<file path="config.mk">
export PLATFORM = sky130hd
export DESIGN_NAME = rsm_ram
export DESIGN_NICKNAME = d
export VERILOG_FILES = /design/src/hdl/rsm_ram.sv
export SDC_FILE = /design/constraint.sdc
export NUM_CORES = 1
export LEC_CHECK = 0
export BUFFER_PORTS_ARGS = -buffer_cell sky130_fd_sc_hd__buf_2
export CORE_MARGIN = 1
export CORE_UTILIZATION = 40
export DETAILED_ROUTE_END_ITERATION = 7
export PLACE_DENSITY = 0.55
export SKIP_CTS_REPAIR_TIMING = 1
export SLEW_MARGIN = 40
export SYNTH_ARGS = -nofsm -noshare
export SYNTH_HDL_FRONTEND = slang
export SYNTH_SLANG_ARGS = --single-unit
</file>
<file path="constraint.sdc">
create_clock -name clk -period 2.2 [get_ports clk]
set_input_delay 0.44 -clock clk [delete_from_list [all_inputs] [get_ports clk]]
set_output_delay 0.44 -clock clk [all_outputs]
set_load 0.01 [all_outputs]
</file>
<file path="src/hdl/rsm_ram.sv">
// generic single-write, single-read ram with registered read data
`default_nettype none
module rsm_ram #(
	parameter int W = 8,
	parameter int D = 16
) (
	input  wire logic                              clk,
	input  wire logic                              we,
	input  wire logic [((D > 1) ? $clog2(D) : 1)-1:0] waddr,
	input  wire logic [W-1:0]                      wdata,
	input  wire logic [((D > 1) ? $clog2(D) : 1)-1:0] raddr,
	output logic      [W-1:0]                      rdata
);
	logic [W-1:0] mem_q [D];

	always_ff @(posedge clk) begin
		if (we) begin
			mem_q[waddr] <= wdata;
		end
		rdata <= mem_q[raddr];
	end
endmodule
`default_nettype wire

</file>
Word level (Yosys, flattened, before mapping)
Memories as Yosys holds them, arrays and structs flattened. A register that Yosys moved wholly into a read port is not among the register bits.
Cells that the tools add are included.
{ "op_classes": {"mux": 2} }
{ "ops": {"columns": ["operator", "n"], "rows": [
  ["$mux 1", 2]
]} }
{ "word_totals": {"memories": 1, "mem_bits_rw": 128, "word_cells": 3, "register_bits": 0} }
{ "memory_table": {"columns": ["name", "words", "word_bits", "read_ports", "rd_ports_with_merged_regs", "wr", "line_no", "text"], "rows": [
  ["mem_q", 16, 8, 1, 1, 1, "14", "logic [W-1:0] mem_q [D];"]
]} }

Longest topological paths before layout
{ "depth": {"word_depth": 2, "mapped_depth": 5, "ltp_nobuf": 3} }

Worst setup path before layout
No wires, ideal clock.
{ "synth_path": {"path_type": "input to register", "startpoint": "input port waddr[2] (netlist name)", "endpoint": "memory mem_q[0][0], enable pin", "arrival_time_ps": 1550, "slack_ps": 267, "required_time_ps": 1817, "cell_stages": 2, "cell_sequence": "or3b_2 nor3_1"} }
{ "synth_rtl": {"columns": ["item", "line_no", "text"], "rows": [
  ["start: declaration", "9", "input wire logic [((D > 1) ? $clog2(D) : 1)-1:0] waddr,"],
  ["end: declaration", "14", null]
]} }
No word-level cell before the write port.

==> key figures <==
Status
  – Outcome: complete, no violations

Finish
  – Share of layout cells above drive strength 1: a little under a third
  – Fin area: 0.00618 sq mm
  – Final #Nets: just over 300
  – Layout area overhead: 20.1%
  – Final Core Density: between 40% and 50%

STA
  – Unrepaired setup endpoints after global routing: false
  – Fin. Hold Viols: 0
  – Pins over their slew limit: 0
  – Relative slew slack: slightly above 60%
  – Max Clk Rate: between 600 and 700 MHz
  – Skew final: between 0.003 and 0.004 ns
  – Fin crit share: 67.5%
  – Final setup violation count: 0
  – Period minus WS final: 1.49 ns
  – Setup TNS: 0 ns
  – Worst Max-Slew Pin Slew: 0.572 ns

Clocking
  – CTS clk-pin slew, worst paths: ~0.060 ns
  – H-tree depth: 4
  – Clk sinks: between 100 and 150
  – Skew-Pair Late Insertion Delay: 0.41 ns
  – CTS max path bufs: 2
  – Root Driver: clkbuf_16
  – CTS tree: built
  – CTS Buf Count: 17

Logic synthesis
  – Most frequent cells after synthesis: 128 x edfxtp_1, 18 x mux4_2, 16 x a22oi_1, 14 x mux4_1, 13 x nor2_1
  – Seq/Total Area, Yosys: between 70% and 80%
  – Ys flop type: edfxtp_1
  – Post-Syn Area per Cell: roughly 22 sq um
  – Synth area leader: edfxtp_1
  – Flops & latches, synth: between 100 and 150
  – Share of Yosys cell area claimed by the top area cell type: approximately three quarters
  – Syn nets: 247
  – Share of flip-flops with an asynchronous set or reset: 0%
  – Post-Syn Area: a little over 0.005 sq mm
  – Most instantiated library cell after synthesis: edfxtp_1
  – YS warnings: 0
  – Gate Count Post-Synth: about 230
  – Top cells by area, synth: edfxtp_1 75%, mux4_2 7.9%, mux4_1 7.1%
  – EDFF count, synth: 128
  – Distinct cell type count after synthesis: 19

Drt
  – Vias per inst: a little over 5
  – Total Wirelength: 9860 microns
  – Initial drt markers: between 100 and 150
  – Drt drc: 0
  – DR vias: around 2400
  – Post-DRT Antenna Nets: 0
  – 1st-pass router iterations: 4
  – Routed length per placed instance: 20.8 microns

Pwr
  – Leak: ~2.1 nW
  – Comb pwr share: roughly 4.8%
  – Clk pwr share: a little under half
  – Pwr Total: 5.83 mW
  – Pwr per Cell Area: around 940 mW/mm^2
  – Net Switching: about 1.2 mW
  – Sw frac: between 10% and 20%
  – Max VDD drop: around 0.00040 V
  – Internal power: between 4 and 5 mW
  – Seq pwr share: 50.0%

GRT
  – First-pass GRT wire length: 14900 microns
  – Pin count of the biggest net entering global routing: 27
  – Grt total ovfl: 0
  – Total GRT Usage: between 10% and 20%
  – Vias in the first global route: about 2500
  – Initial antenna violation count: 1

Placed design
  – Routability cong.: approximately 0.76
  – Placed cell area: approximately 0.0056 sq mm
  – Detailed Place HPWL: approximately 6500 microns
  – IO Port Bufs: 25

Min path
  – Tightest Hold Check Type: in -> reg

Critical path
  – Critical path class: in -> reg
  – CP endpoint kind: flip-flop
  – CP required: around 2.5 ns
  – Largest fanout on the critical path: 16
  – Worst Path Arrival: about 1.8 ns
  – CP startpoint kind: primary input

Floorplanning
  – Die width: approximately 120 microns
  – Starting Density: approximately two fifths
  – IO Pins: 26
  – # rows: 41
  – Die span in y: roughly 120 microns
  – Area of the die: 0.0133 sq mm
  – Core ar.: 0.0126 sq mm

Flow run
  – Max Cap Violations: 0
## sequential cells by signal, summed over array words and instances, names as in the netlist
| signal | cells |
|---|---|
| rdata | 8 |
| mem_q | 128 |
## cell families (layout without fill, tap and decap cells)
| kind of cell | count (synthesis) | count (layout) | synth area share, % |
|---|---|---|---|
| mux | 32 | 32 | 15.0 |
| flops | 136 | 136 | 77.8 |
| other cells | 0 | 1 | 0 |
| buf+inv | 10 | 81 | 1.68 |
| compound gates | 16 | 16 | 2.33 |
| simple gates | 35 | 35 | 3.18 |
## metrics by stage
step	hold WS, ns	setup slack [ns]	std cells
5_1_grt	0.409	0.638	472
3_5_place_dp	0.662	0.290	440
6_report	0.410	0.715	473
4_1_cts	0.393	0.731	472
3_3_place_gp	0.658	0.278	440
2_1_floorplan	0.539	0.267	229
## power by group through the flow
| stage | Sequential, mW | Combinational (mW) | Clock (mW) |
|---|---|---|---|
| floorplan | 2.97 | 0.147 | 0 |
| CTS | 2.92 | 0.284 | 2.68 |
| global placement | 2.97 | 0.279 | 0 |
| finish | 2.92 | 0.278 | 2.63 |
| global route | 2.92 | 0.305 | 2.78 |
| detailed placement | 2.97 | 0.283 | 0 |
## layer usage
| layer | wire length (microns) | track usage [%] |
|---|---|---|
| met2 | 4650 | 25.3 |
| met1 | 4540 | 22.4 |
| met4 | 153 | 8.48 |
| met5 | 0 | 0 |
| met3 | 514 | 4.45 |
## final cells by class
cell class	count	area (sq um)
multi-input cells	83	1060
well taps	172	215
flip-flops and latches	136	4000
clock inverters	9	72.6
repair buffers	49	343
diodes	1	2.50
fillers	1028	6390
clock buffers	23	488
## critical path: stages
cell     delay (ns)
buf_2          0.14
buf_12         0.19
mux4_1         0.57
a22oi_1        0.34
nand2_1        0.08
## final timing paths
path,from,end,slack [ns],cells after the start
hold reg to reg,mem_q[15][6]$_DFFE_PP_,rdata[6]$_DFF_P_,0.67,3
setup / recovery,raddr[0],rdata[3]$_DFF_P_,0.71,5
hold / removal,wdata[4],mem_q[4][4]$_DFFE_PP_,0.41,1
setup reg to reg,mem_q[9][3]$_DFFE_PP_,rdata[3]$_DFF_P_,0.80,3
## cells in the final DEF, fill, tap and decap left out, types with 2 or more instances in the layout
| cell | netlist | routed |
|---|---|---|
| mux4_2 | 18 | 18 |
| clkbuf_1 | 0 | 2 |
| mux4_1 | 14 | 14 |
| buf_2 | 3 | 25 |
| dfxtp_1 | 8 | 8 |
| clkinv_1 | 0 | 3 |
| nand2b_1 | 2 | 2 |
| nor2_1 | 13 | 13 |
| nor3_1 | 4 | 4 |
| clkbuf_8 | 0 | 4 |
| edfxtp_1 | 128 | 128 |
| clkinv_2 | 0 | 3 |
| buf_12 | 0 | 3 |
| nand3b_1 | 2 | 2 |
| nand2_1 | 9 | 9 |
| clkbuf_16 | 0 | 17 |
| a22oi_1 | 16 | 16 |
| buf_4 | 1 | 21 |
Power figures use the tool's default switching activity.
