### config.mk
export PLATFORM = sky130hd
export DESIGN_NAME = rsm_merge
export DESIGN_NICKNAME = d
export VERILOG_FILES = /design/src/hdl/rsm_pkg.sv /design/src/hdl/rsm_merge.sv
export SDC_FILE = /design/constraint.sdc
export NUM_CORES = 1
export LEC_CHECK = 0
export BUFFER_PORTS_ARGS = -buffer_cell sky130_fd_sc_hd__clkbuf_2
export CORE_ASPECT_RATIO = 0.7
export CORE_MARGIN = 1.5
export CORE_UTILIZATION = 50
export CTS_CLUSTER_DIAMETER = 100
export DETAILED_ROUTE_END_ITERATION = 6
export PLACE_DENSITY = 0.74
export SLEW_MARGIN = 20
export SYNTH_ARGS = -nofsm -noshare
export SYNTH_HDL_FRONTEND = slang
export SYNTH_SLANG_ARGS = --single-unit
### constraint.sdc
create_clock -name clk -period 1.75 [get_ports clk]
set_input_delay 0.35 -clock clk [delete_from_list [all_inputs] [get_ports clk]]
set_output_delay 0.35 -clock clk [all_outputs]
set_load 0.005 [all_outputs]
### src/hdl/rsm_pkg.sv
// shared constants, types and opcodes for the record set membership matcher
`default_nettype none
package rsm_pkg;
	localparam int CONTACT_DEPTH = 128;
	localparam int DB_DEPTH = 4096;
	localparam int LANES = 8;
	localparam int CHUNK = 64;
	localparam int WORD_W = 64;
	localparam int REC_W = 8 * WORD_W;
	localparam int LANE_W = $clog2(LANES);
	localparam int ROWS = (CONTACT_DEPTH + LANES - 1) / LANES;
	localparam int ROW_AW = (ROWS > 1) ? $clog2(ROWS) : 1;
	localparam int DB_AW = $clog2(DB_DEPTH);
	localparam int CC_W = 8;
	localparam int RC_W = 13;
	localparam int CH_W = 6;
	localparam int K_W = $clog2(CHUNK);

	typedef enum logic [2:0] {
		OP_LOAD_CONTACT = 3'd0,
		OP_LOAD_DB      = 3'd1,
		OP_RUN_MATCH    = 3'd2,
		OP_CLEAR_DB     = 3'd3,
		OP_CLEAR_CONTACT = 3'd4
	} op_t;

	typedef enum logic [1:0] {
		ERR_NONE       = 2'd0,
		ERR_CONTACT_FULL = 2'd1,
		ERR_DB_FULL    = 2'd2,
		ERR_BAD_OP     = 2'd3
	} err_t;

	typedef struct packed {
		logic [2:0]        opcode;
		logic [WORD_W-1:0] record_word_0;
		logic [WORD_W-1:0] record_word_1;
		logic [WORD_W-1:0] record_word_2;
		logic [WORD_W-1:0] record_word_3;
		logic [WORD_W-1:0] record_word_4;
		logic [WORD_W-1:0] record_word_5;
		logic [WORD_W-1:0] record_word_6;
		logic [WORD_W-1:0] record_word_7;
	} req_t;

	typedef struct packed {
		logic [1:0]        error_code;
		logic [CC_W-1:0]   contact_count;
		logic [RC_W-1:0]   record_count;
		logic              match_done;
		logic [CHUNK-1:0]  match_bits;
		logic [CH_W-1:0]   chunk_index;
		logic              last;
	} rsp_t;

	typedef struct packed {
		logic           valid;
		logic           last_row;
		logic           last_entry;
		logic [K_W-1:0] k;
	} merge_meta_t;

	typedef struct packed {
		logic             valid;
		logic [CHUNK-1:0] bits;
	} chunk_done_t;
endpackage
`default_nettype wire

### src/hdl/rsm_merge.sv
// merges lane hits per database entry and builds the chunk bitmap
`default_nettype none
module rsm_merge import rsm_pkg::*; (
	input  wire logic             clk,
	input  wire logic             arst_n,
	input  wire logic [LANES-1:0] hits_s2,
	input  wire merge_meta_t      meta_s2,
	output chunk_done_t           done
);
	logic             acc_q;
	logic [CHUNK-1:0] bits_q;
	logic             any_hit;
	logic [CHUNK-1:0] bits_next;

	always_comb begin
		any_hit = acc_q | (|hits_s2);
		bits_next = bits_q;
		if (meta_s2.valid && meta_s2.last_row) begin
			bits_next[meta_s2.k] = any_hit;
		end
		done.valid = meta_s2.valid && meta_s2.last_row && meta_s2.last_entry;
		done.bits = bits_next;
	end

	always_ff @(posedge clk or negedge arst_n) begin
		if (!arst_n) begin
			acc_q <= 1'b0;
			bits_q <= '0;
		end else if (meta_s2.valid) begin
			// hits of one entry collect over its contact rows
			acc_q <= meta_s2.last_row ? 1'b0 : any_hit;
			bits_q <= done.valid ? '0 : bits_next;
		end
	end
endmodule
`default_nettype wire

After elaboration in Yosys (flattened, before gate mapping)
Index checks and enable logic that the tools add are counted.
{"block": "classes", "add_sub_neg": 0, "n_mul": 0, "n_div": 0, "magnitude_cmp": 2, "eq_ne": 0, "shift": 0, "mux": 6, "bitwise_logic": 1, "reduce_logical": 4}
{"op": "64-bit 2-to-1 mux", "count": 2}
{"op": "64-bit bitwise mux", "count": 1}
{"op": "8-bit OR reduction", "count": 1}
{"op": "6-bit by 7-bit less-than comparator with 1-bit output, second input constant", "count": 1}
{"op": "1-bit demux with 6-bit select", "count": 1}
{"op": "6-bit by 1-bit >= comparator with 1-bit output, second input constant", "count": 1}
{"op": "1-bit logical AND", "count": 3}
{"op": "1-bit 2-to-1 mux", "count": 2}
{"op": "1-bit bitwise OR", "count": 1}
{"block": "totals", "register_bits": 65, "latch_bits": 0, "ram_bits": 0, "romBits": 0, "output_inout_bits": 65, "n_memories": 0}

Logic depth before layout (Yosys ltp)
{"block": "logic_depth", "word_depth": 7, "depth_mapped": 6}

Least setup slack after synthesis
No wires, ideal clock.
{"block": "synth_timing", "path_type": "input port to output port", "startpoint": "input port hits_s2[2]", "endpoint": "output port done[10] in the netlist's numbering", "arrival_ps": 1407, "slack_ps": -7, "path_stages": 5, "path_cell_list": "nor4_1 > and3_1 > buf_2 > buf_1 > a21oi_1"}
{"item": "from (decl)", "line_no": "rsm_merge.sv:6", "rtl": "input wire logic [LANES-1:0] hits_s2,"}
{"item": "to (decl)", "line_no": "rsm_merge.sv:8", "rtl": "output chunk_done_t done"}

==> flow_metrics.env <==
export IMPL_outcome="finished with violations"
export IMPL_failed_checks="negative hold slack, negative setup slack"
export IMPL_top_level_ports=84
export IMPL_worst_slew_pin_slew_ns=0.464
export IMPL_finalWeightedCongestion=0.827
export IMPL_multiInputGateArea_um2=2650
export IMPL_count_of_antenna_diodes_in_the_layout=0
export IMPL_htree_levels=3
export IMPL_setup_violations_final=114
export IMPL_synth_sequential_area_ratio_pct=41.5
export IMPL_power_density_nw_per_um2=553
export IMPL_cts_buffers=9
export IMPL_placement_io_buffers=83
export IMPL_die_area_um2=8390
export IMPL_totalNegativeSetupSlack_ns=-16.70
export IMPL_flow_area_growth_from_synthesis_pct=59.7
export IMPL_number_of_antenna_violations_at_the_first_check_in_global_routing=0
export IMPL_nets=653
export IMPL_timing_reg2reg_worst_path_depth=8
export IMPL_hold_buffers=0
export IMPL_timing_final_crit_share_pct=119
export IMPL_path_max_fanout=6
export IMPL_placementRows=26
export IMPL_mappedNetlistArea_um2=3920
export IMPL_tritoncts_clock_tree="built"
export IMPL_synth_cell_types=29
export IMPL_finalCriticalPeriod_ns=2.09
export IMPL_die_width_um=109
export IMPL_detailedPlacementHpwl_um=7790
export IMPL_clock_fmax_ghz=0.479
export IMPL_yosysWarnings=0
export IMPL_timing_final_hold_violations=13
export IMPL_layout_setup_ws_ns=-0.339
export IMPL_route_vias_total=4984
export IMPL_cell_count_final_fillers_out=737
export IMPL_power_leakage_nw=2.70
export IMPL_irDropWorstVdd_uv=636
export IMPL_register_area_um2=1630
export IMPL_post_route_cells_drive_above_1_share_pct=49.9
export IMPL_synth_nets=491
export IMPL_post_synth_inst_count=472
export IMPL_final_util_pct=84.0
export IMPL_first_global_vias=4187
export IMPL_timing_critical_path_required_ns=1.40
export IMPL_gr_total_overflow=0
export IMPL_setup_reg_to_reg_worst_slack_ns=-0.09
export IMPL_clock_root_buffer="sky130_fd_sc_hd__clkbuf_8"
export IMPL_rsz0062_at_grt="yes"
export IMPL_detail_route_drc_violations=0
export IMPL_max_slew_headroom_pct=68.8
export IMPL_path_class="in2out"
export IMPL_design_area_um2=6260
export IMPL_global_route_usage_total_pct=32.2
export IMPL_clk_transition_reported_paths_ns=0.07
export IMPL_cts_sink_count=65
export IMPL_grt_start_max_net_pins=66
export IMPL_numPlacedInstances=682
export IMPL_insertion_delay_ns=0.37
export IMPL_drt_pre_antenna_iters=6
export IMPL_first_iter_violations=624
export IMPL_finClkSkew_ns=0.00586
export IMPL_timing_critical_path_to_type="primary output"
export IMPL_syn_area_per_cell_um2=8.31
export IMPL_via_per_inst=6.76
export IMPL_dieHeight_um=77.1
export IMPL_filler_cell_count=374
export IMPL_post_dp_cell_area_um2=4920
export IMPL_whs_ns=-0.00836
export IMPL_clock_path_buffers=2
export IMPL_cp_data_arrival_time_ns=1.74
export IMPL_final_max_slew_viol_count=0
export IMPL_start_util_pct=52.6
export IMPL_routed_wirelength_um=16800
export IMPL_postRouteAntennaNets=0
export IMPL_synth_seq_cells=65
export IMPL_worst_r2r_endpoint="bits_q[20]$_DFFE_PN0P_"
export IMPL_grt_pass1_wl_um=20900
export IMPL_r2r_start="acc_q$_DFFE_PN0P_"
export IMPL_start_kind="input pin"
export IMPL_cap_viol_max_count=0
export IMPL_design_core_area_um2=7450
export IMPL_wl_per_cell_um=22.7
export IMPL_worst_hold_path_type="in2async"
[where the power goes]
part	switching [W]	internal (W)	leakage, nW
Sequential	0.00000803	0.00151	0.905
Combinational	0.000348	0.000250	1.70
Clock	0.000647	0.000695	0.0974
[final cells by class]
cell class              instances  share of cell area [%]
clock buffers                  13                    2.38
clock inverters                 3                   0.639
well taps                      98                    1.96
repair buffers                189                    26.1
multi-input cells             358                    42.3
inverters                      11                   0.659
flip-flops and latches         65                    26.0
[worst max-delay path, stage by stage]
cell,delay [ns]
sky130_fd_sc_hd__clkbuf_2,0.10
sky130_fd_sc_hd__nor3_1,0.42
sky130_fd_sc_hd__nand3_2,0.19
sky130_fd_sc_hd__buf_6,0.19
sky130_fd_sc_hd__buf_12,0.14
sky130_fd_sc_hd__nor2_2,0.14
sky130_fd_sc_hd__a21oi_1,0.09
sky130_fd_sc_hd__clkbuf_2,0.13
[per-stage QoR]
stage / total power [W] / worst slack (ns)
finish: 0.00346 / -0.339
global placement: 0.00195 / -0.301
global route: 0.00356 / -0.413
detailed placement: 0.00196 / -0.319
CTS: 0.00330 / -0.210
floorplan: 0.00175 / 0.00927
[logic make-up after synthesis]
| logic type | synth area share, % |
|---|---|
| mux | 2.84 |
| compound gates | 28.9 |
| buf+inv | 5.01 |
| simple gates | 21.8 |
| flops | 41.5 |
[cell usage after synthesis, drive strengths merged]
cell,number,area [um2]
nand4,6,37.5
o21ai,55,275
or4b,3,30.0
a22o,53,464
and2,2,12.5
nor2b,4,25.0
clkbuf,24,90.1
dfrtp,65,1630
a21boi,6,45.0
nand4bb,7,78.8
nand2,5,18.8
mux2,9,101
nor3,1,5.00
and4bb,1,12.5
a21oi,54,270
inv,11,41.3
o221ai,4,35.0
nor4,4,37.5
mux2i,1,10.0
and3,2,12.5
o22ai,6,37.5
a31oi,1,6.26
buf,14,65.1
nor2,109,409
nand4b,12,105
nand3,12,60.1
and4,1,8.76
[registers in the layout (all words and copies together), names as in the netlist]
name    count
bits_q     64
acc_q       1
[per-layer routing]
metal / share of wire (%) / GRT usage (%)
met1: 38 / 43.8
met2: 45 / 49.2
met3: 10 / 8.25
met4: 6.0 / 12.1
met5: 0 / 0
[cell usage in the layout, fill, tap and decap left out, drive strengths merged, types with 2 or more instances in the layout]
cell type  synthesis  final
inv               11     11
o221ai             4      4
or4b               3      3
and3               2      2
nand4b            12     12
nand3             12     12
mux2               9      9
clkinv             0      2
buf               14    124
nand4              6      6
clkbuf            24     78
o22ai              6      6
a21oi             54     54
dfrtp             65     65
nor2             109    109
a22o              53     53
nor2b              4      4
nand4bb            7      7
nor4               4      4
o21ai             55     55
a21boi             6      6
and2               2      2
nand2              5      5
[timing repair]
item                       CTS  global route
setup endpoints to repair   64           116
setup buffers               13            21
gates resized for setup     83           125
pin swaps                   11            30
gates cloned                 4             5
[how the worst max path moves through the flow]
stage | from | to | slack (ns) | cells after the start
finish | hits_s2[1] | done[56] | -0.34 | 8
global route | hits_s2[1] | done[56] | -0.41 | 8
CTS | meta_s2[2] | done[2] | -0.21 | 6
detailed placement | meta_s2[5] | done[2] | -0.32 | 6
global placement | meta_s2[5] | done[2] | -0.30 | 6
floorplan | meta_s2[2] | done[2] | 0.009 | 4
Note: power is estimated with default switching activity, not from simulation.
